`src/rtl/core/sgf_pkg.sv`:
```
// Shared constants, types and helpers of the Savitzky-Golay smoother.
// No dependencies; every other file of the block refers to it by scoped names.
package sgf_pkg;

   localparam int SEMI_WIDTH = 3;
   localparam int DLY_LEN    = 2 * SEMI_WIDTH;
   localparam int TAPS       = 2 * SEMI_WIDTH + 1;
   localparam int NUM_COEFF  = 7;
   localparam int CNT_W      = $clog2(SEMI_WIDTH + 1);

   localparam int SAMPLE_W   = 16;
   localparam int COEFF_W    = 18;
   localparam int SCALE_W    = 24;
   localparam int VALUE_W    = 24;
   localparam int PROD_W     = SAMPLE_W + COEFF_W;
   localparam int ACC_W      = PROD_W + $clog2(TAPS);
   localparam int ACC_LO_W   = 20;
   localparam int ACC_HI_W   = ACC_W - ACC_LO_W;
   localparam int PLO_W      = ACC_LO_W + 1 + SCALE_W;
   localparam int PHI_W      = ACC_HI_W + SCALE_W;
   localparam int FULL_W     = ACC_W + SCALE_W + 1;
   localparam int ROUND_SH   = 32;
   localparam int RND_W      = FULL_W - ROUND_SH;
   localparam int VALUE_MAX  = 2 ** (VALUE_W - 1) - 1;
   localparam int VALUE_MIN  = -(2 ** (VALUE_W - 1));

   localparam int REG_IDX_W   = 3;
   localparam int CSR_DATA_W  = 24;
   localparam int REG_SCALE   = 7;
   localparam int COEFF0_RESET = 65536;
   localparam int SCALE_RESET  = 65536;

   localparam int QDEPTH  = 2;
   localparam int QPTR_W  = $clog2(QDEPTH);
   localparam int QCNT_W  = $clog2(QDEPTH + 1);

   typedef logic signed [SAMPLE_W-1:0] sample_type;
   typedef logic signed [COEFF_W-1:0]  coeff_type;
   typedef logic signed [SCALE_W-1:0]  scale_type;

   // fill: shift only; short: stream too short, error word; run: filter step
   typedef enum logic [1:0] {
      OP_FILL  = 2'd0,
      OP_SHORT = 2'd1,
      OP_RUN   = 2'd2
   } op_kind_type;

   typedef struct packed {
      op_kind_type kind;
      sample_type  sample;
      logic        last;
   } op_type;

   typedef enum logic [3:0] {
      ST_IDLE  = 4'b0001,
      ST_SUM   = 4'b0010,
      ST_SCALE = 4'b0100,
      ST_OUT   = 4'b1000
   } back_state_type;

   // Coefficient applied to delay tap k (k = 0 is the newest older sample),
   // wrap-around order: first half uses N+1.., second half uses 1..
   function automatic int coef_sel(input int k);
      if (k < SEMI_WIDTH) return SEMI_WIDTH + 1 + k;
      else                return k - SEMI_WIDTH + 1;
   endfunction

endpackage

```
`src/rtl/core/sgf_queue.sv`:
```
// Short register FIFO of classified operations between front and back end.
// Depends on sgf_pkg.
module sgf_queue (
   input  logic            clock,
   input  logic            reset,
   input  logic            push_valid,
   input  sgf_pkg::op_type push_op,
   output logic            push_ready,
   output logic            pop_valid,
   output sgf_pkg::op_type pop_op,
   input  logic            pop
);

   sgf_pkg::op_type            entry_ff [sgf_pkg::QDEPTH];
   logic [sgf_pkg::QPTR_W-1:0] wr_ptr_ff, wr_ptr_in;
   logic [sgf_pkg::QPTR_W-1:0] rd_ptr_ff, rd_ptr_in;
   logic [sgf_pkg::QCNT_W-1:0] count_ff, count_in;
   logic                       do_push, do_pop;

   assign push_ready = count_ff != sgf_pkg::QCNT_W'(sgf_pkg::QDEPTH);
   assign pop_valid  = count_ff != '0;
   assign pop_op     = entry_ff[rd_ptr_ff];
   assign do_push    = push_valid && push_ready;
   assign do_pop     = pop && pop_valid;

   always_comb begin
      wr_ptr_in = wr_ptr_ff;
      rd_ptr_in = rd_ptr_ff;
      count_in  = count_ff;
      if (do_push) begin
         wr_ptr_in = (wr_ptr_ff == sgf_pkg::QPTR_W'(sgf_pkg::QDEPTH - 1)) ? '0
                                                                         : wr_ptr_ff + 1'b1;
      end
      if (do_pop) begin
         rd_ptr_in = (rd_ptr_ff == sgf_pkg::QPTR_W'(sgf_pkg::QDEPTH - 1)) ? '0
                                                                         : rd_ptr_ff + 1'b1;
      end
      priority if (do_push && !do_pop) begin
         count_in = count_ff + 1'b1;
      end else if (do_pop && !do_push) begin
         count_in = count_ff - 1'b1;
      end
   end

   always_ff @(posedge clock) begin
      if (reset) begin
         wr_ptr_ff <= '0;
         rd_ptr_ff <= '0;
         count_ff  <= '0;
      end else begin
         wr_ptr_ff <= wr_ptr_in;
         rd_ptr_ff <= rd_ptr_in;
         count_ff  <= count_in;
      end
   end

   always_ff @(posedge clock) begin
      if (do_push) begin
         entry_ff[wr_ptr_ff] <= push_op;
      end
   end

endmodule

```
`config.mk`:
```
export PLATFORM = sky130hd
export DESIGN_NAME = sgf_queue
export DESIGN_NICKNAME = d
export VERILOG_FILES = /design/src/rtl/core/sgf_pkg.sv /design/src/rtl/core/sgf_queue.sv
export SDC_FILE = /design/constraint.sdc
export NUM_CORES = 1
export LEC_CHECK = 0
export BUFFER_PORTS_ARGS = -buffer_cell sky130_fd_sc_hd__buf_2
export CORE_UTILIZATION = 50
export DETAILED_ROUTE_END_ITERATION = 8
export PLACE_DENSITY = 0.77
export SLEW_MARGIN = 20
export SYNTH_ARGS = -nofsm -noshare
export SYNTH_HDL_FRONTEND = slang
export SYNTH_SLANG_ARGS = --single-unit
```
`constraint.sdc`:
```
create_clock -name clock -period 1.7 [get_ports clock]
set_input_delay 0.17 -clock clock [delete_from_list [all_inputs] [get_ports clock]]
set_output_delay 0.17 -clock clock [all_outputs]
set_load 0.05 [all_outputs]
```
==> Yosys cells after proc, flatten, opt, wreduce, memory -nomap -nowiden <==
Memory sizes are Yosys's and may differ from the RTL's. A register that Yosys moved wholly into a read port is not among the register bits.
Cells that the tools add are included.
{ "word_totals": {"ff_bits": 4, "latch_bits": 0, "ramBits": 38, "rom_bits": 0, "input_bits": 23, "output_inout_bits": 21, "word_cells": 25, "n_memories": 1} }
{ "memory_table": {"columns": ["memory", "words", "word_bits", "rd", "rd_clocked_by_memory_dff", "wr", "line_no", "rtl"], "rows": [
  ["entry_ff", 2, 19, 1, 1, 1, "sgf_queue.sv:14", "sgf_pkg::op_type entry_ff [sgf_pkg::QDEPTH];"]
]} }
{ "op_classes": {"add_sub_neg": 4, "multipliers": 0, "div_mod_pow": 0, "order_cmp": 0, "eq_ne": 1, "n_shift": 0, "n_mux": 8, "n_bitwise": 0, "n_reduce_logical": 8} }
{ "op_table": {"columns": ["op", "count"], "rows": [
  ["$mux 1", 6],
  ["$logic_and 1x1->1", 4],
  ["$mux 2", 2],
  ["$reduce_bool 2->1", 2],
  ["$add 1x1->1 const B", 2],
  ["$add 2x1->2 const B", 1],
  ["$logic_not 1->1", 2],
  ["$ne 2x2->1 const B", 1],
  ["$sub 2x1->2 const B", 1]
]} }

==> Logic depth before layout (Yosys ltp) <==
Gate-level depths: netlist of run 1.
{ "depth": {"depth_word": 6, "mapped_depth": 6, "mapped_depth_nobuf": 6} }

==> Worst setup path after synthesis of run 1 <==
Ideal clock, no wire load.
{ "synth_path": {"path_type": "flip-flop to flip-flop", "startpoint": "reg count_ff[0] (netlist name)", "endpoint": "reg count_ff[1] (netlist name)", "setup_ps": 70, "t_arrival_ps": 1835, "required_ps": 1630, "setup_slack_ps": -205, "stages_incl_launch_ff": 6, "path_buffers": 0, "synth_period_minus_slack_ps": 1905, "cell_sequence": "dfxtp_1 nand2b_1 and2_1 ha_1 or3_1 a21oi_1"} }
{ "synth_between": {"elab_chain_len": 5, "word_cells_on_any_way": 13, "cone_classes": "2 x add/sub; 1 x eq/ne; 2 x mux; 8 x reduce/logical"} }
{ "synth_lines": {"columns": ["item", "line_no", "rtl"], "rows": [
  ["start, declared", "sgf_queue.sv:17", "logic [sgf_pkg::QCNT_W-1:0] count_ff, count_in;"],
  ["start signal, assigned", "sgf_queue.sv:53", "count_ff <= count_in;"],
  ["$ne 2x2->1 *", "sgf_queue.sv:20", "assign push_ready = count_ff != sgf_pkg::QCNT_W'(sgf_pkg::QDEPTH);"],
  ["named net push_ready", "sgf_queue.sv:8", "output logic push_ready,"],
  ["$logic_and 1x1->1 *", "sgf_queue.sv:23", "assign do_push = push_valid && push_ready;"],
  ["named net do_push", "sgf_queue.sv:18", "logic do_push, do_pop;"],
  ["$logic_not 1->1", "sgf_queue.sv:40", "end else if (do_pop && !do_push) begin"],
  ["$logic_and 1x1->1", "sgf_queue.sv:40", null],
  ["$reduce_bool 2->1 (no source line)", null, null]
]} }
Mark *: on every way through the listed nets, which the timed path passes. The rest lies on a longest branch. The select of a mux whose other input is x is not followed.
A chain may end at the register's enable or synchronous reset.

==> Final worst setup path of run 1 <==
{ "layout_path": {"startpoint": "reg count_ff[0] (netlist name)", "endpoint": "reg count_ff[1] (netlist name)"} }
{ "layout_between": {"elab_chain_len": 5, "word_cells_on_any_way": 13, "cone_classes": "2 x add/sub; 1 x eq/ne; 2 x mux; 8 x reduce/logical"} }
{ "layout_lines": {"columns": ["item", "line_no"], "rows": [
  ["$ne 2x2->1 *", "sgf_queue.sv:20"],
  ["$logic_and 1x1->1 *", "sgf_queue.sv:23"],
  ["named net do_push", "sgf_queue.sv:18"],
  ["$logic_not 1->1", "sgf_queue.sv:40"],
  ["$logic_and 1x1->1", "sgf_queue.sv:40"],
  ["$reduce_bool 2->1 (no source line)", null]
]} }
Marked as above.

==> results of run 1 <==
area by class of cell:
cell class,instances,area share
Sequential cell,43,0.5919
Tap cell,44,0.02625
Inverter,1,0.001790
Clock buffer,7,0.02148
Clock inverter,1,0.002387
Multi-Input combinational cell,37,0.1623
Timing Repair Buffer,63,0.1939
per-layer routing:
metal	vias up	share of wire
met1	449	0.40
met4	0	0.021
li1	453	-
met3	6	0.034
met5	-	0
met2	25	0.55
through the flow:
stage | std cells | utilization
final | 196 | 0.6926
after global routing | 196 | 0.6926
after CTS | 181 | 0.6417
after detailed placement | 173 | 0.6252
after global placement | 173 | 0.6252
after floorplan | 83 | -
power by group through the flow:
stage	registers (mW)	logic [mW]	clock network, mW
after floorplan	1.39	1.04	0
after global placement	1.40	1.28	0
after detailed placement	1.42	1.31	0
after CTS	1.39	1.31	0.461
after global routing	1.41	1.40	0.507
final	1.39	1.33	0.443
synth_stat cells, types with 2 or more instances:
cell type	count
a21oi_1	2
mux2_2	19
o21ai_0	2
nor2_1	3
xor2_1	3
dfxtp_1	5
edfxtp_1	38
sequential cells by signal, indices dropped and copies added, names as in the netlist, named ones only:
register,count
count_ff,2
entry_ff,38
rd_ptr_ff,1
wr_ptr_ff,1
placed cells by master (no fill, tap or decap), drive strengths merged:
cell type	instances
mux2	19
edfxtp	38
and2	1
o21ai	2
a21oi	2
dfxtp	5
nand3b	1
clkbuf	7
dlygate4sd3	15
nand2b	1
or3	1
ha	1
or2	1
buf	48
inv	1
a21bo	1
and3	1
clkinv	1
nor2	3
xor2	3
cells by family after synthesis:
| family | share of synthesized area |
|---|---|
| compound gates | 0.01888 |
| xor+xnor | 0.01653 |
| fa+ha+maj | 0.007867 |
| buf+inv | 0.01022 |
| flops | 0.7805 |
| mux | 0.1345 |
| simple gates | 0.03149 |
repair_timing:
action	CTS	global route
hold buffers	0	15
resized for setup	0	1
setup buffers	0	0
hold endpoints to repair	0	29
setup endpoints to repair	0	5
worst min-delay path by stage:
stage / depth (start not counted) / slack (ns) / endpoint / startpoint
floorplan: 1 / 0.24 / count_ff[1]$_SDFFE_PP0P_ / reset
global placement: 1 / 0.36 / entry_ff[1][10]$_DFFE_PP_ / push_op[10]
detailed placement: 1 / 0.36 / entry_ff[1][17]$_DFFE_PP_ / push_op[17]
CTS: 1 / 0.006 / entry_ff[1][17]$_DFFE_PP_ / push_op[17]
global route: 1 / 0.003 / entry_ff[0][7]$_DFFE_PP_ / push_op[7]
finish: 1 / 0.03 / entry_ff[0][7]$_DFFE_PP_ / push_op[7]
worst max-delay path, cell delays in order, from the launching register on:
cell and delay (ns):
dfxtp_1 0.37, nand2b_4 0.18, and2_1 0.17, ha_1 0.33, or3_1 0.35, a21oi_1 0.15
==> results.toml, run 1 <==
[outcome]
outcome = "finished, final reports clean"

[finish]
multiInputGateArea_um2 = 340.3
syn_to_final_growth_pct = 31.86
drive_above_1_share = 0.5000
antenna_cells = 0
nets = 175
postLayoutCellArea_um2 = 2097
seqCellArea_um2 = 1241
nFillCells = 218

[drt]
drtIter0Drc = 29
vias = 933
first_pass_iters = 4
wire_per_inst_um = 13.67
viasPerCell = 4.760
routed_wl_um = 2679
antenna_left = 0
drc = 0

[pwr]
intPower_mw = 1.917
switching_share = 0.3944
leakage_nw = 0.8170
total_switching_power_mw = 1.249
p_comb_frac = 0.421
vdd_drop_max_uv = 1055
seqPwrFrac = 0.440
p_clk_frac = 0.140
power_density_nw_per_um2 = 1509
p_total_mw = 3.165

[placed_design]
hpwlAfterDp_um = 1832
pre_cts_slack_ns = 0.1018
place_congestion = 0.6772
place_area_um2 = 1893
port_buffers = 43

[synth]
yosysTopAreaCell = "edfxtp_1"
synthTopCellsByArea = "edfxtp_1 (72%), mux2_2 (13%), dfxtp_1 (6.3%)"
syn_nets = 107
syn_inst = 83
synth_edf_count = 38
yosys_warnings = 0
syn_area_per_cell_um2 = 19.16
ys_seq_elements = 43
ys_seq_area_frac = 0.7805
synthFlopType = "edfxtp_1"
synth.distinct_cells = 18
syn_area_um2 = 1590
async_flop_share = 0
synth_top_area_frac = 0.7175

[worst_setup_path]
crit_type = "reg2reg"
critPathMaxFanout = 5
crit_path_start = "count_ff[0]$_SDFFE_PP0P_"
r2r_slack_ns = 0.09
reg2reg_from = "count_ff[0]$_SDFFE_PP0P_"
endpoint = "count_ff[1]$_SDFFE_PP0P_"
crit_path_start_kind = "flop"
worstPathRequired_ns = 1.97
worst_ep_arrival_time_ns = 1.87
cp-end-kind = "flop"
rr_worst_depth = 5
rr_endpoint = "count_ff[1]$_SDFFE_PP0P_"

[grt]
grt_pass1_vias = 848
met1_usage = 0.1724
grt_pass1_wl_um = 3808
antenna_found_initial = 0
met2_usage = 0.2857
met3_usage = 0.07033
grt.busiest_layer = "met2"
grt_max_degree = 20
grt_overflow = 0
track_usage = 0.1638

[die]
initial_utilization = 0.5252
core_um2 = 3028
die_h_um = 58.40
rows = 20
die_x_um = 58.40
ios = 44
fp.dieArea_um2 = 3410

[timing]
rsz0062_at_grt = "false"
period_share = 0.9449
worst_slack_ns = 0.09369
clock.fmax_ghz = 0.6225
period_needed_ns = 1.606
report.final.slew_viol_count = 0
slew_headroom = 0.8026
final_hold_viol_count = 0
hold_ws_ns = 0.03214
tightest_slew_ns = 0.2930
setup_viol = 0
setup_tns_ns = 0
finClkSkew_ns = 0.007464

[cts]
cts_tree = "built"
clock_latency_ns = 0.33
cts_max_level = 2
cts_buffer_depth = 2
cts-root-buf = "clkbuf_4"
cts_sinks = 43
clk_pin_slew_worst_paths_ns = 0.11
cts_buffers = 5

[worst_hold_path]
worstHoldPathType = "in2reg"

[run]
cap_violations = 0
No activity file was read; power rests on OpenSTA's default activity.
==> run 2: changes to the inputs <==
PLACE_DENSITY = 0.78   (was 0.77)
TNS_END_PERCENT = 5   (was default)
==> results.toml, run 2 (synthesis gave the netlist of run 1 again) <==
[outcome]
outcome = "finished, final reports clean"

[timing]
slew_headroom = 0.8288
hold_ws_ns = 0.03455
worst_slack_ns = 0.07428
period_needed_ns = 1.626
setup_tns_ns = 0
period_share = 0.9563
tightest_slew_ns = 0.2568
setup_viol = 0
clock.fmax_ghz = 0.6151
final_hold_viol_count = 0
report.final.slew_viol_count = 0
finClkSkew_ns = 0.009092

[worst_setup_path]
max_stage_delay_ns = 0.36
cp_cell_sequence = "buf_6 > mux2_2 > buf_2"
cp_slowest_cell = "mux2_2"
cp-end-kind = "output port"
critPathMaxFanout = 19
worstPathRequired_ns = 1.53
worst_ep_arrival_time_ns = 1.46
crit_type = "reg2out"
crit_path_start_kind = "flop"
reg2reg_from = "count_ff[0]$_SDFFE_PP0P_"

[finish]
nets = 178
antenna_cells = 0
nFillCells = 203
final_util = 0.7141
postLayoutCellArea_um2 = 2162
regMostFlops = "entry_ff"
finish.cell_count_without_fillers = 199
syn_to_final_growth_pct = 35.96
final_common_cell = "buf_2"
largest_reg_flops = 38
drive_above_1_share = 0.5032
largest_registers = "entry_ff (38), count_ff (2)"
final_cell_mix = "buf_2 (43), edfxtp_1 (38), mux2_2 (19), dlygate4sd3_1 (19), clkbuf_4 (5)"

[grt]
grt_max_degree = 20
track_usage = 0.1589
grt_overflow = 0
grt_pass1_wl_um = 3719
grt_pass1_vias = 852
antenna_found_initial = 0

[drt]
drtIter0Drc = 37
antenna_left = 0
vias = 924
wire_per_inst_um = 12.82
first_pass_iters = 4
viasPerCell = 4.643
routed_wl_um = 2552
drc = 0

[pwr]
vdd_drop_max_uv = 1100
leakage_nw = 0.8447
p_total_mw = 3.331
power_density_nw_per_um2 = 1541

[placed_design]
hpwlAfterDp_um = 1641
dp.cells = 172
pre_cts_slack_ns = 0.07909
place_area_um2 = 1886
port_buffers = 43
place_congestion = 0.6339

[die]
die_h_um = 58.40
fp.dieArea_um2 = 3410
rows = 20
die_x_um = 58.40
initial_utilization = 0.5252
core_um2 = 3028
ios = 44

[worst_hold_path]
worstHoldPathType = "in2reg"
hp-start = "reset"

[cts]
clk_pin_slew_worst_paths_ns = 0.11
cts-root-buf = "clkbuf_4"
cts_sinks = 43
cts_tree = "built"
cts_buffers = 5
cts_max_level = 2
clock_latency_ns = 0.34
cts_buffer_depth = 2

[run]
cap_violations = 0
## run 2: area by class of cell
cell class,count,area [um2],share of cell area
Timing Repair Buffer,66,439.2,0.2031
Clock buffer,5,37.54,0.01736
Sequential cell,43,1242,0.5747
Inverter,1,3.754,0.001736
Clock inverter,3,43.79,0.02025
Tap cell,44,55.05,0.02546
Multi-Input combinational cell,37,340.3,0.1574
## run 2: layer usage
metal	GRT usage	up-vias	part of all wire
li1	-	459	-
met1	0.1677	436	0.41
met2	0.2709	27	0.53
met3	0.07473	2	0.052
met4	0.07143	0	0.0067
met5	0	-	0
## run 2: worst paths after layout
path                               to  slack, ns  depth (start not counted)
max                         pop_op[3]       0.07                          3
max reg2reg  count_ff[1]$_SDFFE_PP0P_       0.08                          5
min          count_ff[1]$_SDFFE_PP0P_       0.03                          2
min reg2reg                      flop       0.52                          2
## run 2: power by group
group / switching [mW] / internal, mW
sequential: 0.0661 / 1.33
combinational: 0.898 / 0.427
clock: 0.303 / 0.309
## run 2: repair_timing
action,CTS,global route
cloned,0,0
hold endpoints to repair,28,10
setup endpoints to repair,3,1
setup buffers,0,0
resized for setup,1,2
hold buffers,14,5
## run 2: critical path, delay by kind of cell, from the launching register on
kind | cells | cell delay, ns
buf+inv | 2 | 0.41
mux | 1 | 0.36
flops | 1 | 0.34
