[src/rtl/core/sgf_pkg.sv]
// Shared constants, types and helpers of the Savitzky-Golay smoother.
// No dependencies; every other file of the block refers to it by scoped names.
package sgf_pkg;

   localparam int SEMI_WIDTH = 3;
   localparam int DLY_LEN    = 2 * SEMI_WIDTH;
   localparam int TAPS       = 2 * SEMI_WIDTH + 1;
   localparam int NUM_COEFF  = 7;
   localparam int CNT_W      = $clog2(SEMI_WIDTH + 1);

   localparam int SAMPLE_W   = 16;
   localparam int COEFF_W    = 18;
   localparam int SCALE_W    = 24;
   localparam int VALUE_W    = 24;
   localparam int PROD_W     = SAMPLE_W + COEFF_W;
   localparam int ACC_W      = PROD_W + $clog2(TAPS);
   localparam int ACC_LO_W   = 20;
   localparam int ACC_HI_W   = ACC_W - ACC_LO_W;
   localparam int PLO_W      = ACC_LO_W + 1 + SCALE_W;
   localparam int PHI_W      = ACC_HI_W + SCALE_W;
   localparam int FULL_W     = ACC_W + SCALE_W + 1;
   localparam int ROUND_SH   = 32;
   localparam int RND_W      = FULL_W - ROUND_SH;
   localparam int VALUE_MAX  = 2 ** (VALUE_W - 1) - 1;
   localparam int VALUE_MIN  = -(2 ** (VALUE_W - 1));

   localparam int REG_IDX_W   = 3;
   localparam int CSR_DATA_W  = 24;
   localparam int REG_SCALE   = 7;
   localparam int COEFF0_RESET = 65536;
   localparam int SCALE_RESET  = 65536;

   localparam int QDEPTH  = 2;
   localparam int QPTR_W  = $clog2(QDEPTH);
   localparam int QCNT_W  = $clog2(QDEPTH + 1);

   typedef logic signed [SAMPLE_W-1:0] sample_type;
   typedef logic signed [COEFF_W-1:0]  coeff_type;
   typedef logic signed [SCALE_W-1:0]  scale_type;

   // fill: shift only; short: stream too short, error word; run: filter step
   typedef enum logic [1:0] {
      OP_FILL  = 2'd0,
      OP_SHORT = 2'd1,
      OP_RUN   = 2'd2
   } op_kind_type;

   typedef struct packed {
      op_kind_type kind;
      sample_type  sample;
      logic        last;
   } op_type;

   typedef enum logic [3:0] {
      ST_IDLE  = 4'b0001,
      ST_SUM   = 4'b0010,
      ST_SCALE = 4'b0100,
      ST_OUT   = 4'b1000
   } back_state_type;

   // Coefficient applied to delay tap k (k = 0 is the newest older sample),
   // wrap-around order: first half uses N+1.., second half uses 1..
   function automatic int coef_sel(input int k);
      if (k < SEMI_WIDTH) return SEMI_WIDTH + 1 + k;
      else                return k - SEMI_WIDTH + 1;
   endfunction

endpackage

[src/rtl/core/sgf_req_if.sv]
// Input channel of the smoother: valid/ready plus one sample word and a last flag.
// Depends on sgf_pkg for the sample type.
interface sgf_req_if;
   logic                valid;
   logic                ready;
   sgf_pkg::sample_type sample;
   logic                is_last;

   modport source (output valid, sample, is_last, input ready);
   modport sink   (input valid, sample, is_last, output ready);
endinterface

[src/rtl/core/sgf_front.sv]
// Front end: accepts sample words and classifies them by the stream fill state.
// Depends on sgf_pkg and sgf_req_if; feeds sgf_queue.
module sgf_front (
   input  logic            clock,
   input  logic            reset,
   sgf_req_if.sink         req,
   output logic            push_valid,
   output sgf_pkg::op_type push_op,
   input  logic            push_ready
);

   logic [sgf_pkg::CNT_W-1:0] fill_ff, fill_in;
   logic [sgf_pkg::CNT_W:0]   fill_next;
   logic                      accept;

   assign req.ready  = push_ready;
   assign push_valid = req.valid;
   assign accept     = req.valid && push_ready;
   assign fill_next  = {1'b0, fill_ff} + 1'b1;

   always_comb begin
      push_op.sample = req.sample;
      push_op.last   = req.is_last;
      fill_in        = fill_ff;
      if (fill_ff < sgf_pkg::CNT_W'(sgf_pkg::SEMI_WIDTH)) begin
         if (req.is_last &&
             fill_next < (sgf_pkg::CNT_W + 1)'(sgf_pkg::SEMI_WIDTH)) begin
            push_op.kind = sgf_pkg::OP_SHORT;
         end else begin
            push_op.kind = sgf_pkg::OP_FILL;
         end
         if (accept) begin
            fill_in = req.is_last ? '0 : fill_next[sgf_pkg::CNT_W-1:0];
         end
      end else begin
         push_op.kind = sgf_pkg::OP_RUN;
         if (accept && req.is_last) begin
            fill_in = '0;
         end
      end
   end

   always_ff @(posedge clock) begin
      if (reset) begin
         fill_ff <= '0;
      end else begin
         fill_ff <= fill_in;
      end
   end

endmodule

[src/flat_wrapper.sv]
// flat-port wrapper written by rule: the top's interface ports become plain ports
module sgf_front_flat 
  (clock, reset, push_valid, push_op, push_ready, req_valid, req_sample, req_is_last, req_ready);
  sgf_req_if req_i ();
  input  logic clock;
  input  logic reset;
  output logic push_valid;
  output sgf_pkg::op_type push_op;
  input  logic push_ready;
  input wire logic [$bits(req_i.valid)-1:0] req_valid;
  input wire logic [$bits(req_i.sample)-1:0] req_sample;
  input wire logic [$bits(req_i.is_last)-1:0] req_is_last;
  output wire logic [$bits(req_i.ready)-1:0] req_ready;
  assign req_i.valid = req_valid;
  assign req_i.sample = req_sample;
  assign req_i.is_last = req_is_last;
  assign req_ready = req_i.ready;
  sgf_front u_core (.clock(clock), .reset(reset), .req(req_i), .push_valid(push_valid), .push_op(push_op), .push_ready(push_ready));
endmodule
[config.mk]
export PLATFORM = sky130hd
export DESIGN_NAME = sgf_front_flat
export DESIGN_NICKNAME = d
export VERILOG_FILES = /design/src/rtl/core/sgf_pkg.sv /design/src/rtl/core/sgf_req_if.sv /design/src/rtl/core/sgf_front.sv /design/src/flat_wrapper.sv
export SDC_FILE = /design/constraint.sdc
export NUM_CORES = 1
export LEC_CHECK = 0
export BUFFER_PORTS_ARGS = -buffer_cell sky130_fd_sc_hd__buf_4
export CORE_AREA = 2 2 39 41
export CTS_CLUSTER_SIZE = 25
export DETAILED_ROUTE_END_ITERATION = 8
export DIE_AREA = 0 0 41 43
export SLEW_MARGIN = 20
export SYNTH_ARGS = -nofsm -noshare
export SYNTH_HDL_FRONTEND = slang
export SYNTH_SLANG_ARGS = --single-unit
[constraint.sdc]
create_clock -name clock -period 2.7 [get_ports clock]
set_input_delay 0.135 -clock clock [delete_from_list [all_inputs] [get_ports clock]]
set_output_delay 0.135 -clock clock [all_outputs]
set_load 0.02 [all_outputs]
-- After elaboration in Yosys (flattened, before gate mapping)
Index checks and enable logic that the tools add are counted.
- register bits after elaboration: 2
- input bits: 21
- output and inout bits: 21
- logic and storage cells: 16
- multiplexer cells: 6
- add/sub/neg operators: 1
- reduce and logical (&&, ||, !) cells: 5
- order comparisons: 2
- equal/unequal tests: 1
- operator list (cell ; count):
    $mux 2 ; 5
    $add 2x1->3 const B ; 1
    $logic_and 1x1->1 ; 3
    $lt 3x2->1 const B ; 1
    $lt 2x2->1 const B ; 1
    $ne 2x1->1 const B ; 1
    $reduce_and 2->1 ; 1
    $reduce_bool 2->1 ; 1
    $mux 1 ; 1

-- Longest topological paths before layout
Gate-level depths: netlist of the first run.
- depth in word-level cells: 5
- mapped depth: 4
- depth with buffers taken out: 4

-- Worst setup path before layout of the first run
OpenSTA, ideal clock, no wires.
- path type: register to register
- start: register u_core.fill_ff[0] (netlist name)
- end: register u_core.fill_ff[1] (netlist name)
- clock period less this slack: 1.332 ns
- cell stages (with the launch flop): 4
- arrival time: 1.262 ns
- setup time: 0.070 ns
- buffers on the path: 0
- setup slack: 1.368 ns
- cell sequence: dfxtp_1 > ha_1 > or4_1 > a21oi_1
- longest elaborated chain between the ends: 4
- elaborated cells on any way between the ends: 8
- RTL lines (element ; RTL line ; source):
    start, declared ; sgf_front.sv:12 ; logic [sgf_pkg::CNT_W-1:0] fill_ff, fill_in;
    start signal, assigned ; sgf_front.sv:47 ; fill_ff <= fill_in;
    $add 2x1->3 ; sgf_front.sv:19 ; assign fill_next = {1'b0, fill_ff} + 1'b1;
    $mux 2 ; sgf_front.sv:33 ; fill_in = req.is_last ? '0 : fill_next[sgf_pkg::CNT_W-1:0];
    $mux 2 ; sgf_front.sv:32 ; if (accept) begin
    $mux 2 ; sgf_front.sv:25 ; if (fill_ff < sgf_pkg::CNT_W'(sgf_pkg::SEMI_WIDTH)) begin
Parallel ways exist; a longest one is shown, timed or not. The select of a mux whose other input is x is not followed.
A chain may end at the register's enable or synchronous reset.

-- Worst setup path in the final report of the first run
Same ends and word-level chain as after synthesis.

==> impl_metrics.py, run 1 <==
metrics = {
    "cts": {
        "cts_setup_buffers": 0,
        "cts_tree": "yes",
        "cts_max_level": 1,
        "clk_latency_ns": 0.23,
        "cts_buffers": 3,
        "hold_buffers": 0,
        "clk_pin_slew_ns": 0.03,
        "clockRootBuffer": "clkbuf_4",
        "clock_path_buffers": 2,
        "ctsResizeCount": 0,
        "clock-sinks": 2,
    },
    "synthesis": {
        "ys_seq_area_frac": 0.152,
        "syn_inst": 33,
        "synth_flop_cell": "dfxtp_1",
        "synth_cell_types": 10,
        "synth_area_leaders": "buf_4 54%, dfxtp_1 15%, ha_1 9.5%",
        "synth-edff-count": 0,
        "syn-num-nets": 56,
        "yosys_warnings": 0,
        "yosysTopAreaCell": "buf_4",
        "yosysMostFrequentCell": "buf_4",
        "ys_ff_latch": 2,
        "synth.top_cell.area_share": 0.540,
        "synth_area_um2": 264,
        "synth_async_sr_flop_share": 0,
        "syn_area_per_cell_um2": 8.00,
    },
    "routing": {
        "wire_per_inst_um": 8.74,
        "drt_iter0_markers": 2,
        "firstDrtPassIters": 2,
        "drc": 0,
        "drt-vias-per-instance": 3.64,
        "antenna_left": 0,
        "num_vias": 153,
        "wl_um": 367,
    },
    "placement": {
        "gp_congestion": 0.576,
        "portBuffers": 9,
    },
    "outcome": {
        "status": "complete, no violations",
    },
    "global_routing": {
        "grt_max_degree": 6,
        "grt_usage": 0.0441,
        "grt_overflow": 0,
        "grt_pass1_wl_um": 483,
        "grt_pass1_vias": 127,
        "antenna_found_initial": 0,
    },
    "setup_path": {
        "cp_max_fo": 4,
        "critPathRequiredTime_ns": 2.86,
        "reg2reg_setup_slack_ns": 1.34,
        "cp.arrival_ns": 1.52,
        "r2r-start": "u_core.fill_ff[0]$_SDFFE_PP0P_",
        "reg2reg_to": "u_core.fill_ff[1]$_SDFFE_PP0P_",
        "max_stage_delay_ns": 0.47,
        "ff2ff_path_depth": 4,
        "crit_chain": "inv_1 -> ha_1 -> or4_1 -> a21oi_1",
        "slowest_stage": "or4_1",
        "crit_path_start_kind": "flop",
        "cp_top_family": "simple AND/OR/NAND/NOR gates",
        "critPathKind": "reg2reg",
        "end_kind": "flop",
        "crit_buf_inv": 1,
    },
    "finish": {
        "drive_gt1_frac": 0.462,
        "synthToLayoutAreaGrowth_pct": -12.3,
        "multi_input_area_um2": 77.6,
        "insertedDiodeCount": 0,
        "final_nets": 51,
        "fillCellCount": 151,
        "largest_register_ffs": 2,
        "reg.largest.list": "u_core.fill_ff: 2 flops",
        "largest_register": "u_core.fill_ff",
        "fin_util": 0.167,
        "register_area_um2": 40.0,
    },
    "hold_path": {
        "hold_depth": 2,
        "hold_path_end": "u_core.fill_ff[1]$_SDFFE_PP0P_",
        "hp-class": "in2reg",
        "min-delay-start": "reset",
    },
    "timing": {
        "worstMarginPinSlew_ns": 0.162,
        "fin_crit_sh": 0.504,
        "setup_viol": 0,
        "fin_skew_ns": 0.00628,
        "fin_hold_ws_ns": 0.0706,
        "hold_violations": 0,
        "slew_headroom": 0.892,
        "setup_tns_ns": 0,
        "max_freq_mhz": 735,
        "drv_slew": 0,
        "period_minus_slack_ns": 1.36,
        "rsz0062_at_grt": "false",
    },
    "floorplan": {
        "die_width_um": 41,
        "die-area_um2": 1760,
        "core_area_um2": 1380,
        "io_pins": 42,
        "die_h_um": 43,
        "rows": 14,
        "start_util": 0.191,
    },
    "power_and_ir_drop": {
        "p_leak_nw": 0.105,
        "ir_worst_vdd_mv": 0.290,
        "powerDensity_nw_per_um2": 502,
    },
    "flow_run": {
        "drv_cap": 0,
    },
}
[cell families after synthesis]
family / Yosys count / synth area share
buffers and inverters: 20 / 0.555
AND/OR/NAND/NOR: 5 / 0.123
AO/OA/AOI/OAI: 4 / 0.0758
adder cells (fa/ha/maj): 2 / 0.0948
flip-flops: 2 / 0.152
[worst max-delay path by stage]
| stage | from | endpoint | cells past startpoint |
|---|---|---|---|
| 2_1_floorplan | u_core.fill_ff[0]$_SDFFE_PP0P_ | u_core.fill_ff[1]$_SDFFE_PP0P_ | 3 |
| 3_3_place_gp | u_core.fill_ff[0]$_SDFFE_PP0P_ | u_core.fill_ff[1]$_SDFFE_PP0P_ | 4 |
| 3_5_place_dp | u_core.fill_ff[0]$_SDFFE_PP0P_ | u_core.fill_ff[1]$_SDFFE_PP0P_ | 4 |
| 4_1_cts | u_core.fill_ff[0]$_SDFFE_PP0P_ | u_core.fill_ff[1]$_SDFFE_PP0P_ | 4 |
| 5_1_grt | u_core.fill_ff[0]$_SDFFE_PP0P_ | u_core.fill_ff[1]$_SDFFE_PP0P_ | 4 |
| 6_report | u_core.fill_ff[0]$_SDFFE_PP0P_ | u_core.fill_ff[1]$_SDFFE_PP0P_ | 4 |
[layout make-up]
type,instances,area share
clock buffers,3,0.0973
inverters,1,0.0162
multi-input cells,11,0.335
flip-flops and latches,2,0.173
well taps,16,0.0865
repair buffers,9,0.292
[power breakdown]
| group | total (W) | switching (W) | internal (W) | leakage, nW |
|---|---|---|---|---|
| sequential | 0.0000314 | 0.000000758 | 0.0000306 | 0.0162 |
| clock | 0.0000668 | 0.0000177 | 0.0000491 | 0.0138 |
| combinational | 0.0000180 | 0.00000876 | 0.00000924 | 0.0753 |
| total | 0.000116 | 0.0000272 | 0.0000890 | 0.105 |
[layer usage]
layer  GRT usage  up-vias  routed length [um]
met5           0        -                   0
met4      0.0133        0                   4
met3      0.0733        2                  65
met2      0.0375        7                 125
met1      0.0511       68                 171
li1            -       76                   -
[placed cells by master, fill, tap and decap left out]
master / n
a21oi_1: 2
buf_4: 9
clkbuf_4: 3
dfxtp_1: 2
ha_1: 2
inv_1: 1
nand2_1: 1
nor2b_1: 1
nor3b_1: 1
o21ai_0: 2
or4_1: 2
[stage by stage]
stage / cells / setup WS (ns) / area [um^2] / power (W)
after detailed placement: 39 / 1.35 / 209 / 0.0000500
final: 42 / 1.34 / 231 / 0.000116
after CTS: 42 / 1.34 / 231 / 0.000121
after global placement: 39 / 1.38 / 209 / 0.0000498
after floorplan: 33 / 1.37 / 264 / 0.0000768
after global routing: 42 / 1.27 / 231 / 0.000126
Note: power is estimated with default switching activity, not from simulation.
==> run 2: changes to the inputs <==
clock period = 1.37 ns   (was 2.7 ns; I/O delays follow)
==> impl_metrics.py, run 2 (synthesis gave the netlist of run 1 again) <==
metrics = {
    "global_routing": {
        "gr-max-usage-layer": "met3",
        "grt_max_degree": 6,
        "grt_overflow": 0,
        "grt_pass1_vias": 113,
        "grtUsageMet1": 0.0510,
        "met2_usage": 0.0313,
        "antenna_found_initial": 0,
        "grt_pass1_wl_um": 483,
        "use_met3": 0.105,
        "grt_usage": 0.0511,
    },
    "finish": {
        "fin_util": 0.184,
        "reg.largest.list": "u_core.fill_ff: 2 flops",
        "largest_register": "u_core.fill_ff",
        "synthToLayoutAreaGrowth_pct": -3.79,
        "insertedDiodeCount": 0,
        "largest_register_ffs": 2,
        "drive_gt1_frac": 0.593,
        "fillCellCount": 152,
        "layout_common_cells": "9 x buf_4, 3 x clkbuf_4, 2 x o21ai_0, 2 x a21oi_2, 2 x ha_1",
        "post_layout_nonfiller_instances": 43,
        "register_area_um2": 41.3,
        "final_nets": 52,
        "multi_input_area_um2": 88.8,
        "final_common_cell": "buf_4",
    },
    "timing": {
        "setup_tns_ns": 0,
        "period_minus_slack_ns": 1.33,
        "drv_slew": 0,
        "slew_headroom": 0.850,
        "fin_skew_ns": 0.00100,
        "fin_hold_ws_ns": 0.137,
        "fin_crit_sh": 0.973,
        "setup_viol": 0,
        "hold_violations": 0,
        "max_freq_mhz": 750,
        "worstMarginPinSlew_ns": 0.223,
    },
    "cts": {
        "clock-sinks": 2,
        "cts_setup_buffers": 0,
        "cts_max_level": 1,
        "clk_latency_ns": 0.23,
        "cts_tree": "yes",
        "cts_buffers": 3,
        "clk_pin_slew_ns": 0.03,
        "clock_path_buffers": 2,
        "clockRootBuffer": "clkbuf_4",
    },
    "power_and_ir_drop": {
        "power_frac_comb": 0.172,
        "powerDensity_nw_per_um2": 932,
        "ir_worst_vdd_mv": 0.427,
        "power_switching_w": 0.0000580,
        "power_frac_seq": 0.264,
        "p_int_w": 0.000179,
        "p_leak_nw": 0.112,
        "power_switching_share": 0.245,
        "p_clk_frac": 0.565,
    },
    "floorplan": {
        "die_h_um": 43,
        "start_util": 0.191,
        "die_width_um": 41,
        "die-area_um2": 1760,
        "io_pins": 42,
        "core_area_um2": 1380,
        "rows": 14,
    },
    "routing": {
        "firstDrtPassIters": 2,
        "antenna_left": 0,
        "num_vias": 163,
        "drc": 0,
        "drt-vias-per-instance": 3.79,
        "wl_um": 403,
        "wire_per_inst_um": 9.37,
        "drt_iter0_markers": 2,
    },
    "setup_path": {
        "crit_path_start_kind": "flop",
        "end_kind": "flop",
        "cp.arrival_ns": 1.50,
        "cp_max_fo": 4,
        "critPathKind": "reg2reg",
        "critPathRequiredTime_ns": 1.53,
    },
    "placement": {
        "gp_congestion": 0.575,
        "place_hpwl_um": 269,
        "place_inst": 39,
        "portBuffers": 9,
    },
    "flow_run": {
        "drv_cap": 0,
    },
    "outcome": {
        "status": "complete, no violations",
    },
    "hold_path": {
        "hp-class": "in2out",
    },
}
==> run 2: routing by layer <==
layer | vias to the layer above | part of all wire
met4 | 0 | 0.0099
met5 | - | 0
li1 | 79 | -
met3 | 2 | 0.22
met1 | 71 | 0.41
met2 | 11 | 0.36
==> run 2: path summary, 6_finish.rpt <==
check	startpoint	end	slack [ns]	depth (start not counted)
setup / recovery	u_core.fill_ff[0]$_SDFFE_PP0P_	u_core.fill_ff[1]$_SDFFE_PP0P_	0.04	4
hold / removal	req_sample[9]	push_op[10]	0.14	0
setup reg to reg	u_core.fill_ff[0]$_SDFFE_PP0P_	u_core.fill_ff[1]$_SDFFE_PP0P_	0.04	4
hold reg to reg	u_core.fill_ff[0]$_SDFFE_PP0P_	u_core.fill_ff[0]$_SDFFE_PP0P_	0.52	2
==> run 2: timing repair <==
action | 4_1_cts | 5_1_grt
pin swaps | 0 | 1
setup endpoints to repair | 1 | 1
hold buffers | 1 | 0
resized for setup | 1 | 3
endpoints found under the hold margin | 2 | 0
==> run 2: metrics by stage <==
step                total power [W]  cell area, um^2  setup slack (ns)
floorplan                  0.000151              264            0.0382
global placement          0.0000981              209            0.0424
detailed placement        0.0000986              209            0.0127
CTS                        0.000239              243            0.0385
global route               0.000258              254          -0.00942
finish                     0.000237              254            0.0375
==> run 2: layout make-up <==
| cell class | instances | share of cell area |
|---|---|---|
| sequential | 2 | 0.163 |
| inverter | 1 | 0.0148 |
| timing repair buffer | 10 | 0.305 |
| clock buffer | 3 | 0.0887 |
| tap | 16 | 0.0788 |
| multi-input combinational | 11 | 0.350 |
==> run 2: power by group through the flow <==
stage | logic (W) | clock network [W] | registers, W
global route | 0.0000442 | 0.000151 | 0.0000625
global placement | 0.0000356 | 0 | 0.0000625
detailed placement | 0.0000359 | 0 | 0.0000628
floorplan | 0.0000892 | 0 | 0.0000622
CTS | 0.0000383 | 0.000139 | 0.0000623
finish | 0.0000407 | 0.000134 | 0.0000624
==> run 2: worst max-delay path, cell delays in order, from the launching register on <==
cell,delay [ns]
dfxtp_2,0.34
inv_1,0.05
ha_1,0.28
or4_4,0.48
a21oi_2,0.12
