## config.mk

```make
export PLATFORM = sky130hd
export DESIGN_NAME = sgf_cfg_flat
export DESIGN_NICKNAME = d
export VERILOG_FILES = /design/src/rtl/core/sgf_pkg.sv /design/src/rtl/core/sgf_csr_if.sv /design/src/rtl/core/sgf_cfg.sv /design/src/flat_wrapper.sv
export SDC_FILE = /design/constraint.sdc
export NUM_CORES = 1
export LEC_CHECK = 0
export BUFFER_PORTS_ARGS = -buffer_cell sky130_fd_sc_hd__buf_2
export CORE_MARGIN = 2
export CORE_UTILIZATION = 30
export CTS_CLUSTER_DIAMETER = 80
export DETAILED_ROUTE_END_ITERATION = 8
export SYNTH_ARGS = -nofsm -noshare
export SYNTH_HDL_FRONTEND = slang
export SYNTH_SLANG_ARGS = --single-unit
```

## constraint.sdc

```tcl
create_clock -name clock -period 1.43 [get_ports clock]
set_input_delay 0.2145 -clock clock [delete_from_list [all_inputs] [get_ports clock]]
set_output_delay 0.2145 -clock clock [all_outputs]
set_load 0.05 [all_outputs]
```

## src/rtl/core/sgf_pkg.sv

```systemverilog
// Shared constants, types and helpers of the Savitzky-Golay smoother.
// No dependencies; every other file of the block refers to it by scoped names.
package sgf_pkg;

   localparam int SEMI_WIDTH = 3;
   localparam int DLY_LEN    = 2 * SEMI_WIDTH;
   localparam int TAPS       = 2 * SEMI_WIDTH + 1;
   localparam int NUM_COEFF  = 7;
   localparam int CNT_W      = $clog2(SEMI_WIDTH + 1);

   localparam int SAMPLE_W   = 16;
   localparam int COEFF_W    = 18;
   localparam int SCALE_W    = 24;
   localparam int VALUE_W    = 24;
   localparam int PROD_W     = SAMPLE_W + COEFF_W;
   localparam int ACC_W      = PROD_W + $clog2(TAPS);
   localparam int ACC_LO_W   = 20;
   localparam int ACC_HI_W   = ACC_W - ACC_LO_W;
   localparam int PLO_W      = ACC_LO_W + 1 + SCALE_W;
   localparam int PHI_W      = ACC_HI_W + SCALE_W;
   localparam int FULL_W     = ACC_W + SCALE_W + 1;
   localparam int ROUND_SH   = 32;
   localparam int RND_W      = FULL_W - ROUND_SH;
   localparam int VALUE_MAX  = 2 ** (VALUE_W - 1) - 1;
   localparam int VALUE_MIN  = -(2 ** (VALUE_W - 1));

   localparam int REG_IDX_W   = 3;
   localparam int CSR_DATA_W  = 24;
   localparam int REG_SCALE   = 7;
   localparam int COEFF0_RESET = 65536;
   localparam int SCALE_RESET  = 65536;

   localparam int QDEPTH  = 2;
   localparam int QPTR_W  = $clog2(QDEPTH);
   localparam int QCNT_W  = $clog2(QDEPTH + 1);

   typedef logic signed [SAMPLE_W-1:0] sample_type;
   typedef logic signed [COEFF_W-1:0]  coeff_type;
   typedef logic signed [SCALE_W-1:0]  scale_type;

   // fill: shift only; short: stream too short, error word; run: filter step
   typedef enum logic [1:0] {
      OP_FILL  = 2'd0,
      OP_SHORT = 2'd1,
      OP_RUN   = 2'd2
   } op_kind_type;

   typedef struct packed {
      op_kind_type kind;
      sample_type  sample;
      logic        last;
   } op_type;

   typedef enum logic [3:0] {
      ST_IDLE  = 4'b0001,
      ST_SUM   = 4'b0010,
      ST_SCALE = 4'b0100,
      ST_OUT   = 4'b1000
   } back_state_type;

   // Coefficient applied to delay tap k (k = 0 is the newest older sample),
   // wrap-around order: first half uses N+1.., second half uses 1..
   function automatic int coef_sel(input int k);
      if (k < SEMI_WIDTH) return SEMI_WIDTH + 1 + k;
      else                return k - SEMI_WIDTH + 1;
   endfunction

endpackage

```

## src/rtl/core/sgf_csr_if.sv

```systemverilog
// Configuration write channel: valid/ready, register index and write data.
// Depends on sgf_pkg for field widths.
interface sgf_csr_if;
   logic                              valid;
   logic                              ready;
   logic [sgf_pkg::REG_IDX_W-1:0]     index;
   logic [sgf_pkg::CSR_DATA_W-1:0]    data;

   modport source (output valid, index, data, input ready);
   modport sink   (input valid, index, data, output ready);
endinterface

```

## src/rtl/core/sgf_cfg.sv

```systemverilog
// Coefficient and scale registers, written through the configuration channel.
// Depends on sgf_pkg and sgf_csr_if.
module sgf_cfg (
   input  logic                 clock,
   input  logic                 reset,
   sgf_csr_if.sink              csr,
   output sgf_pkg::coeff_type   coeff [sgf_pkg::NUM_COEFF],
   output sgf_pkg::scale_type   scale
);

   sgf_pkg::coeff_type coeff_ff [sgf_pkg::NUM_COEFF];
   sgf_pkg::coeff_type coeff_in [sgf_pkg::NUM_COEFF];
   sgf_pkg::scale_type scale_ff, scale_in;
   logic               wr_en;

   assign csr.ready = 1'b1;
   assign wr_en     = csr.valid;

   always_comb begin
      coeff_in = coeff_ff;
      scale_in = scale_ff;
      if (wr_en) begin
         for (int k = 0; k < sgf_pkg::NUM_COEFF; k++) begin
            if (csr.index == sgf_pkg::REG_IDX_W'(k)) begin
               coeff_in[k] = csr.data[sgf_pkg::COEFF_W-1:0];
            end
         end
         if (csr.index == sgf_pkg::REG_IDX_W'(sgf_pkg::REG_SCALE)) begin
            scale_in = csr.data[sgf_pkg::SCALE_W-1:0];
         end
      end
   end

   always_ff @(posedge clock) begin
      if (reset) begin
         for (int k = 0; k < sgf_pkg::NUM_COEFF; k++) begin
            coeff_ff[k] <= '0;
         end
         coeff_ff[0] <= sgf_pkg::COEFF_W'(sgf_pkg::COEFF0_RESET);
         scale_ff    <= sgf_pkg::SCALE_W'(sgf_pkg::SCALE_RESET);
      end else begin
         coeff_ff <= coeff_in;
         scale_ff <= scale_in;
      end
   end

   assign coeff = coeff_ff;
   assign scale = scale_ff;

endmodule

```

## src/flat_wrapper.sv

```systemverilog
// flat-port wrapper written by rule: the top's interface ports become plain ports
module sgf_cfg_flat 
  (clock, reset, coeff, scale, csr_valid, csr_index, csr_data, csr_ready);
  sgf_csr_if csr_i ();
  input  logic clock;
  input  logic reset;
  output sgf_pkg::coeff_type coeff[sgf_pkg::NUM_COEFF];
  output sgf_pkg::scale_type scale;
  input wire logic [$bits(csr_i.valid)-1:0] csr_valid;
  input wire logic [$bits(csr_i.index)-1:0] csr_index;
  input wire logic [$bits(csr_i.data)-1:0] csr_data;
  output wire logic [$bits(csr_i.ready)-1:0] csr_ready;
  assign csr_i.valid = csr_valid;
  assign csr_i.index = csr_index;
  assign csr_i.data = csr_data;
  assign csr_ready = csr_i.ready;
  sgf_cfg u_core (.clock(clock), .reset(reset), .csr(csr_i), .coeff(coeff), .scale(scale));
endmodule
```

---- Yosys cells after proc, flatten, opt, wreduce, memory -nomap -nowiden ----
Cells that the tools add are included.
storage, ports and cells
  input bits .............................. 30
  output and inout port bits .............. 151
  register bits after elaboration ......... 150
  word-level logic and storage cells ...... 24
cells by class
  eq/ne operators ......................... 7
  reductions and logical operators ........ 9
operator list
  kind                                                                   count
  2-bit AND reduction                                                    8
  3-bit equality test, second input constant                             4
  3-bit by 2-bit equality test with 1-bit output, second input constant  2
  3-bit by 1-bit equality test with 1-bit output, second input constant  1
  3-bit zero test                                                        1

---- Depth between registers and ports, before layout ----
Gate-level depths: netlist (run 1).
  depth after elaboration ................. 2
  depth in mapped cells ................... 5
  mapped depth without buffers ............ 2

---- Least setup slack after synthesis (run 1) ----
Ideal clock, no wire load.
  kind .................................... input to register
  from .................................... in csr_index[1]
  to ...................................... reg u_core.coeff_ff (netlist bit u_core.coeff[115])
  stages .................................. 5
  path buffers ............................ 3
  required time ........................... 1,301 ps
  path slack .............................. 35 ps
  arrival time ............................ 1,266 ps
  library setup time ...................... 129 ps
  cells stage by stage .................... buf_2 or4b_4 buf_6 buf_12 mux2i_1
on the way
  cells in the longest elaborated chain, start to end .. 2
RTL lines
  item                           RTL line            text
  start: declaration             flat_wrapper.sv:10  input wire logic [$bits(csr_i.index)-1:0] csr_index;
  3-bit zero test                sgf_cfg.sv:24       if (csr.index == sgf_pkg::REG_IDX_W'(k)) begin
  2-bit AND reduction (no line)  n/a
  end signal: assignment         sgf_cfg.sv:42       coeff_ff <= coeff_in;
  end: declaration               sgf_cfg.sv:11       sgf_pkg::coeff_type coeff_ff [sgf_pkg::NUM_COEFF];
Every way passes these cells.
A chain may end at the register's enable or synchronous reset.

---- Worst setup path after layout (run 1) ----
  from .................................... reg u_core.coeff_ff (netlist bit u_core.coeff[117])
  to ...................................... out coeff[117] (netlist bit)
RTL lines
  item              RTL line           text
  end: declaration  flat_wrapper.sv:7  output sgf_pkg::coeff_type coeff[sgf_pkg::NUM_COEFF];
No word-level cell between the ends.

==> metrics.cfg, run 1 <==
[outcome]
outcome = finished clean

[sta]
setup_repair_after_global_routing_missed_its_margin = no
post-route-min-period_ps = 1279
finalHoldViolCount = 0
fmax_mhz = 781.8
final_cycle_utilization_of_the_critical_path_pct = 89.45
timing.setup.tns_ps = 0
worst_slack_ps = 150.8
final-setup-viol-count = 0
clock-skew-final_ps = 0
final_max_slew_viol_count = 0
fin_hold_ws_ps = 52.17

[die]
pin_count = 181
core-area_sq_um = 19530
starting_density_of_the_core_pct = 30.62
num_rows = 51
die_width_um = 145.2
total_die_area_sq_um = 21080
die_h_um = 145.2

[cts]
tritoncts = built
postCtsHoldBufs = 0
cts-root-to-sink-buffers = 2
numCtsBuffers = 17
post_cts_resized = 0
clock_insertion_delay_worst_skew_ps = 410
htree_num_levels = 4
buffer_count_from_post_cts_setup_fixing = 0
clk_pin_slew_ps = 70
cts.sink_count = 150
clock-root-buffer = sky130_fd_sc_hd__clkbuf_16

[worst_setup_path]
critPathTopFamily = flip-flops
worst_r2r_startpoint = u_core.coeff[10]$_SDFFE_PP0P_
path_class = flip-flop to primary output
slowest_stage = sky130_fd_sc_hd__dfxtp_1
cpPeakStageDelay_ps = 360
startpoint = u_core.coeff[117]$_SDFFE_PP0P_
r2r_slack_ps = 810
cp-start-kind = flip-flop
worstPathRequired_ps = 1220
critical_path_arrival_ps = 1060
worstPathBufferInverterCount = 1
endpoint_type_of_the_worst_setup_path = primary output
timing.critical_path.fanout_max = 2
crit_chain = buf_2

[job]
drv.max_cap_violation_count = 0

[logic_synthesis]
post_synth.cell_area_avg_sq_um = 10.99
syn-cell-area_sq_um = 5979
synth_area_leaders = sky130_fd_sc_hd__dfxtp_1 (50%), sky130_fd_sc_hd__mux2i_1 (25%), sky130_fd_sc_hd__nand2b_1 (18%)
yosysSeqAreaShare_pct = 50.22
postSynthNetCount = 574
ff_latch_count_synth = 150
yosys_warnings = 0
synth_top_cell_by_area = sky130_fd_sc_hd__dfxtp_1
synth_cell_types = 17
post_synth_top_area_share_pct = 50.22
netlist_instances = 544

[placed_design]
place_ws_ps = 46.54
place.detailed.instances = 970
gp_congestion = 0.7260
numPortBuffers = 179
dp_hpwl_um = 10900

[power_and_ir_drop]
power_report.internal_total_mw = 7.607
comb_power_share_pct = 9.8
ir_drop_mv = 0.7611
power.leakage_nw = 4.219
power.clock.fraction_pct = 47.5
power.net_switching_mw = 2.527
power-per-cell-area_nw_per_um2 = 1268
share_seq_of_total_power_pct = 42.6
swShare_pct = 24.93

[grt]
grt_pass1_wl_um = 25280
grt.met1_usage_pct = 19.12
total_routing_resource_utilization_after_global_routing_pct = 15.52
global_routing_met2_resource_utilization_pct = 25.83
pin_count_of_the_biggest_net_entering_global_routing = 66
antenna_violations_before_repair = 1
grt_use_met3_pct = 5.629
grt_busiest_layer = met2
vias_in_the_first_global_route = 4346
overflow = 0

[cells_and_area]
final_nets = 754
finalNonFillerCells = 1003
flow.area_growth_from_synthesis_pct = 33.61
fraction_of_layout_instances_using_a_drive_strength_above_1_pct = 34.74
utilization_pct = 40.91

[routing]
drt_iter0_drc = 176
drt-pass1-iter-count = 7
detail_route.vias_per_cell = 4.274
wl_per_cell_um = 15.85
drt-total-wl_um = 15900
detailroute.via_count = 4287
final_antenna_net_count = 0
drc = 0

[worst_hold_path]
hold_path_class = input port to flip-flop
hp-start = csr_data[20]

layout by cell type (no fill, tap or decap), types with 3 or more instances in the layout:
cell type,instances
sky130_fd_sc_hd__buf_12,9
sky130_fd_sc_hd__buf_2,178
sky130_fd_sc_hd__buf_4,32
sky130_fd_sc_hd__bufinv_16,4
sky130_fd_sc_hd__clkbuf_16,17
sky130_fd_sc_hd__clkinv_4,3
sky130_fd_sc_hd__dfxtp_1,150
sky130_fd_sc_hd__inv_6,3
sky130_fd_sc_hd__mux2i_1,150
sky130_fd_sc_hd__nand2b_1,172
sky130_fd_sc_hd__nand4b_1,3
sky130_fd_sc_hd__nor2_1,3
final timing paths:
path | endpoint | cells after the start
setup / recovery | coeff[117] | 1
hold / removal | u_core.scale[20]$_SDFFE_PP0P_ | 3
setup reg to reg | u_core.coeff[10]$_SDFFE_PP0P_ | 2
hold reg to reg | u_core.scale[2]$_SDFFE_PP0P_ | 2
stage by stage:
step           total power [mW]  area (sq um)
2_1_floorplan             5.096          5979
3_3_place_gp              5.420          7350
3_5_place_dp              5.423          7350
4_1_cts                   10.30          7986
5_1_grt                   10.54          7986
6_report                  10.13          7989
sequential cells by signal, indices dropped and copies added, names as in the netlist:
register,flops
u_core.coeff,126
u_core.scale,24
power by group through the flow:
stage	logic (mW)	registers, mW	clock network, mW
after floorplan	0.367	4.73	0
after global routing	1.06	4.33	5.15
after detailed placement	1.01	4.41	0
after CTS	1.02	4.32	4.97
after global placement	1.01	4.41	0
final	0.998	4.32	4.82
area by class of cell:
class / instances / area [sq um]
Timing Repair Buffer: 219 / 1311
Fill cell: 1938 / 11540
Clock buffer: 18 / 439.2
Antenna cell: 1 / 2.502
Tap cell: 265 / 331.6
Clock inverter: 14 / 197.7
Sequential cell: 150 / 3003
Multi-Input combinational cell: 336 / 2704
logic make-up after synthesis:
kind of cell	share of synthesized area, %
AND/OR/NAND/NOR	19.88
flip-flops	50.22
buffers and inverters	4.729
other	0.06271
multiplexers	25.11
per-layer routing:
layer / vias up / part of all wire, %
li1: 2153 / -
met1: 2011 / 46
met2: 115 / 48
met3: 8 / 5.9
met4: 0 / 0.69
met5: - / 0
cells in the mapped netlist:
library cell / number
sky130_fd_sc_hd__nor2_1: 3
sky130_fd_sc_hd__clkbuf_1: 36
sky130_fd_sc_hd__nand4b_1: 3
sky130_fd_sc_hd__or4b_4: 1
sky130_fd_sc_hd__dfxtp_1: 150
sky130_fd_sc_hd__conb_1: 1
sky130_fd_sc_hd__buf_4: 5
sky130_fd_sc_hd__mux2i_1: 150
sky130_fd_sc_hd__nand4_1: 1
sky130_fd_sc_hd__and4b_2: 1
sky130_fd_sc_hd__buf_2: 12
sky130_fd_sc_hd__buf_1: 2
sky130_fd_sc_hd__buf_6: 2
sky130_fd_sc_hd__and4_2: 1
sky130_fd_sc_hd__buf_12: 1
sky130_fd_sc_hd__nand2b_1: 172
sky130_fd_sc_hd__nand4bb_1: 3
Power figures use the tool's default switching activity.
==> run 2, diff against run 1 <==
--- a/config.mk
+++ b/config.mk
@@ -10,6 +10,7 @@
 export CORE_UTILIZATION = 30
 export CTS_CLUSTER_DIAMETER = 80
 export DETAILED_ROUTE_END_ITERATION = 8
+export PLACE_DENSITY = 0.55
 export SYNTH_ARGS = -nofsm -noshare
 export SYNTH_HDL_FRONTEND = slang
 export SYNTH_SLANG_ARGS = --single-unit
==> metrics.cfg, run 2 (same netlist as run 1, synthesis figures left out) <==
[routing]
final_antenna_net_count = 0
met2RoutedLength_um = 8133
drc = 0
wl_per_cell_um = 16.71
detail_route.vias_per_cell = 4.330
drt_iter0_drc = 153
met1_length_um = 7129
detailroute.via_count = 4308
highest-signal-layer = met4
routed_length_on_met3_um = 1192
drt-total-wl_um = 16620
drt-pass1-iter-count = 4

[worst_setup_path]
endpoint_type_of_the_worst_setup_path = primary output
worst_r2r_startpoint = u_core.coeff[109]$_SDFFE_PP0P_
startpoint = u_core.coeff[62]$_SDFFE_PP0P_
crit_chain = buf_2
cp-start-kind = flip-flop
critPathTopFamily = flip-flops
timing.critical_path.fanout_max = 2
slowest_stage = sky130_fd_sc_hd__dfxtp_1
cpPeakStageDelay_ps = 370
critical_path_arrival_ps = 1070
worstPathRequired_ps = 1220
path_class = flip-flop to primary output
worstPathBufferInverterCount = 1

[cts]
cts.sink_count = 150
post_cts_resized = 0
numCtsBuffers = 17
buffer_count_from_post_cts_setup_fixing = 0
postCtsHoldBufs = 0
clock_insertion_delay_worst_skew_ps = 420
clock-root-buffer = sky130_fd_sc_hd__clkbuf_16
clk_pin_slew_ps = 60
tritoncts = built
cts-root-to-sink-buffers = 2
htree_num_levels = 4

[die]
total_die_area_sq_um = 21080
num_rows = 51
die_width_um = 145.2
core-area_sq_um = 19530
die_h_um = 145.2
starting_density_of_the_core_pct = 30.62
pin_count = 181

[power_and_ir_drop]
swShare_pct = 24.91
power.clock.fraction_pct = 46.9
power_report.internal_total_mw = 7.485
report.power.total_mw = 9.969
power.leakage_nw = 4.161
share_seq_of_total_power_pct = 43.4
comb_power_share_pct = 9.7
power.net_switching_mw = 2.483
power-per-cell-area_nw_per_um2 = 1265
ir_drop_mv = 0.7463

[grt]
antenna_violations_before_repair = 2
grt_pass1_wl_um = 26440
total_routing_resource_utilization_after_global_routing_pct = 16.10
vias_in_the_first_global_route = 4673
pin_count_of_the_biggest_net_entering_global_routing = 46
overflow = 0

[sta]
finalHoldViolCount = 0
final_cycle_utilization_of_the_critical_path_pct = 89.81
final_max_slew_viol_count = 0
worst_slew_pin_slew_ps = 515.2
fmax_mhz = 778.7
timing.setup.tns_ps = 0
timing.slew.headroom_pct = 65.65
clock-skew-final_ps = 0
worst_slack_ps = 145.7
setup_repair_after_global_routing_missed_its_margin = no
final-setup-viol-count = 0
post-route-min-period_ps = 1284

[placed_design]
numPortBuffers = 179
dp_hpwl_um = 11780
place.detailed.instances = 961
place_area_sq_um = 7257
gp_congestion = 0.7572
place_ws_ps = 1.533

[cells_and_area]
flow.area_growth_from_synthesis_pct = 31.78
finalNonFillerCells = 995
postLayoutCellArea_sq_um = 7880
final_nets = 745
commonest_cells_after_routing_fill_and_taps_aside = sky130_fd_sc_hd__buf_2 (178), sky130_fd_sc_hd__nand2b_1 (172), sky130_fd_sc_hd__mux2i_1 (150), sky130_fd_sc_hd__dfxtp_1 (150), sky130_fd_sc_hd__buf_4 (25)
fraction_of_layout_instances_using_a_drive_strength_above_1_pct = 33.70
most_common_cell_after_layout_fill_and_taps_aside = sky130_fd_sc_hd__buf_2
largest_reg_flops = 126

[worst_hold_path]
hold_path_class = input port to flip-flop
hp-start = csr_data[20]

[outcome]
outcome = finished clean

[job]
drv.max_cap_violation_count = 0

run 2: power by group through the flow:
stage                     sequential, mW  clock (mW)  combinational [mW]
final                               4.32        4.68               0.969
after global routing                4.33        4.97                1.03
after CTS                           4.32        4.80               0.983
after detailed placement            4.41           0               0.982
after global placement              4.41           0               0.968
after floorplan                     4.73           0               0.367
run 2: through the flow:
stage	hold slack, ps	utilization [%]
2_1_floorplan	369.8	-
3_3_place_gp	455.2	37.17
3_5_place_dp	458.8	37.17
4_1_cts	32.03	40.32
5_1_grt	47.96	40.32
6_report	53.52	40.36
run 2: worst min-delay path, delay by kind of cell:
kind / cells / cell delay [ps]
buffers and inverters: 1 / 100
AND/OR/NAND/NOR: 1 / 60
multiplexers: 1 / 60
run 2: worst paths after layout:
path	end	slack, ps	depth (start not counted)
max reg2reg	u_core.coeff[109]$_SDFFE_PP0P_	780	2
min reg2reg	u_core.scale[0]$_SDFFE_PP0P_	470	2
min	u_core.scale[20]$_SDFFE_PP0P_	50	3
max	coeff[62]	150	1
run 2: final cells by class:
type	count	area (sq um)
multi-input combinational	336	2704
fill	1960	11650
antenna	3	7.507
tap	265	331.6
timing repair buffer	210	1219
clock buffer	21	470.5
clock inverter	10	145.1
sequential	150	3003
run 2: per-layer routing:
metal	track usage (%)	vias to the layer above
met5	0	-
met4	4.314	0
met3	5.975	14
met2	27.21	130
met1	19.29	2037
li1	-	2127
==> run 3, diff against run 2 <==
--- a/config.mk
+++ b/config.mk
@@ -6,11 +6,15 @@
 export NUM_CORES = 1
 export LEC_CHECK = 0
 export BUFFER_PORTS_ARGS = -buffer_cell sky130_fd_sc_hd__buf_2
+export CELL_PAD_IN_SITES_DETAIL_PLACEMENT = 2
+export CELL_PAD_IN_SITES_GLOBAL_PLACEMENT = 2
+export CORE_ASPECT_RATIO = 0.9
 export CORE_MARGIN = 2
-export CORE_UTILIZATION = 30
+export CORE_UTILIZATION = 29
 export CTS_CLUSTER_DIAMETER = 80
 export DETAILED_ROUTE_END_ITERATION = 8
-export PLACE_DENSITY = 0.55
+export PLACE_DENSITY = 0.78
+export SKIP_CTS_REPAIR_TIMING = 1
 export SYNTH_ARGS = -nofsm -noshare
 export SYNTH_HDL_FRONTEND = slang
 export SYNTH_SLANG_ARGS = --single-unit
==> metrics.cfg, run 3 (same netlist as run 1, synthesis figures left out) <==
[placed_design]
place.detailed.instances = 950
gp_congestion = 0.7026
place_ws_ps = 46.59
numPortBuffers = 179
place_area_sq_um = 7262
dp_hpwl_um = 13490

[die]
core-area_sq_um = 20110
die_width_um = 155.4
pin_count = 181
starting_density_of_the_core_pct = 29.73
die_h_um = 140.2
num_rows = 49
total_die_area_sq_um = 21790

[worst_setup_path]
cpPeakStageDelay_ps = 380
cp-start-kind = flip-flop
slowest_stage = sky130_fd_sc_hd__dfxtp_1
timing.critical_path.fanout_max = 2
worstPathBufferInverterCount = 1
crit_chain = buf_2
worstPathRequired_ps = 1220
critPathTopFamily = flip-flops
endpoint_type_of_the_worst_setup_path = primary output
path_class = flip-flop to primary output
critical_path_arrival_ps = 1080

[cts]
clock_insertion_delay_worst_skew_ps = 420
cts-root-to-sink-buffers = 2
cts.sink_count = 150
tritoncts = built
clk_pin_slew_ps = 60
numCtsBuffers = 17
htree_num_levels = 4
clock-root-buffer = sky130_fd_sc_hd__clkbuf_16

[sta]
worst_slack_ps = 131.2
final_max_slew_viol_count = 0
finalHoldViolCount = 0
clock-skew-final_ps = 0
post-route-min-period_ps = 1299
setup_repair_after_global_routing_missed_its_margin = no
timing.setup.tns_ps = 0
fin_hold_ws_ps = 56.72
final-setup-viol-count = 0
final_cycle_utilization_of_the_critical_path_pct = 90.82
fmax_mhz = 770.0

[cells_and_area]
commonest_cells_after_routing_fill_and_taps_aside = sky130_fd_sc_hd__buf_2 (178), sky130_fd_sc_hd__nand2b_1 (172), sky130_fd_sc_hd__mux2i_1 (150), sky130_fd_sc_hd__dfxtp_1 (150), sky130_fd_sc_hd__buf_4 (22)
finalNonFillerCells = 984
flow.area_growth_from_synthesis_pct = 30.76
postLayoutCellArea_sq_um = 7819
most_common_cell_after_layout_fill_and_taps_aside = sky130_fd_sc_hd__buf_2
largest_reg_flops = 126
fraction_of_layout_instances_using_a_drive_strength_above_1_pct = 33.70
final_nets = 744

[grt]
total_routing_resource_utilization_after_global_routing_pct = 17.90
grt_pass1_wl_um = 29530
overflow = 0
antenna_violations_before_repair = 2
pin_count_of_the_biggest_net_entering_global_routing = 65
vias_in_the_first_global_route = 5008

[power_and_ir_drop]
ir_drop_mv = 0.6051
power-per-cell-area_nw_per_um2 = 1224
power.leakage_nw = 4.123

[routing]
drt-pass1-iter-count = 4
drc = 0
detail_route.vias_per_cell = 4.543
wl_per_cell_um = 19.36
drt-total-wl_um = 19060
drt_iter0_drc = 103
final_antenna_net_count = 0
detailroute.via_count = 4470

[job]
drv.max_cap_violation_count = 0

[outcome]
outcome = finished clean

[worst_hold_path]
hold_path_class = input port to flip-flop

## run 3: path summary, 6_finish.rpt
path                                 start  cells past startpoint  slack [ps]                       endpoint
min                           csr_data[18]                      3          60  u_core.scale[18]$_SDFFE_PP0P_
min reg2reg  u_core.coeff[22]$_SDFFE_PP0P_                      2         470  u_core.coeff[22]$_SDFFE_PP0P_
max reg2reg   u_core.coeff[3]$_SDFFE_PP0P_                      2         740   u_core.coeff[3]$_SDFFE_PP0P_
max          u_core.coeff[85]$_SDFFE_PP0P_                      1         130                      coeff[85]
## run 3: routing by layer
| layer | part of all wire [%] | GRT usage (%) |
|---|---|---|
| met5 | 0 | 0 |
| met4 | 1.3 | 4.925 |
| met3 | 5.3 | 5.569 |
| met2 | 48 | 29.74 |
| met1 | 45 | 22.49 |
## run 3: power by group
group          switching (mW)  internal (mW)
clock                    1.83           2.42
combinational           0.662          0.330
sequential             0.0554           4.27
## run 3: cell type report
cell class	instances	area, sq um
diodes	2	5.005
clock buffers	19	442.9
clock inverters	13	108.9
fillers	2160	12290
multi-input cells	336	2704
flip-flops and latches	150	3003
well taps	255	319.1
repair buffers	209	1236
## run 3: stage by stage
step | utilization (%) | power, mW
6_report | 38.88 | 9.567
5_1_grt | 38.87 | 9.974
4_1_cts | 38.86 | 9.699
3_5_place_dp | 36.11 | 5.421
3_3_place_gp | 36.11 | 5.384
2_1_floorplan | - | 5.096
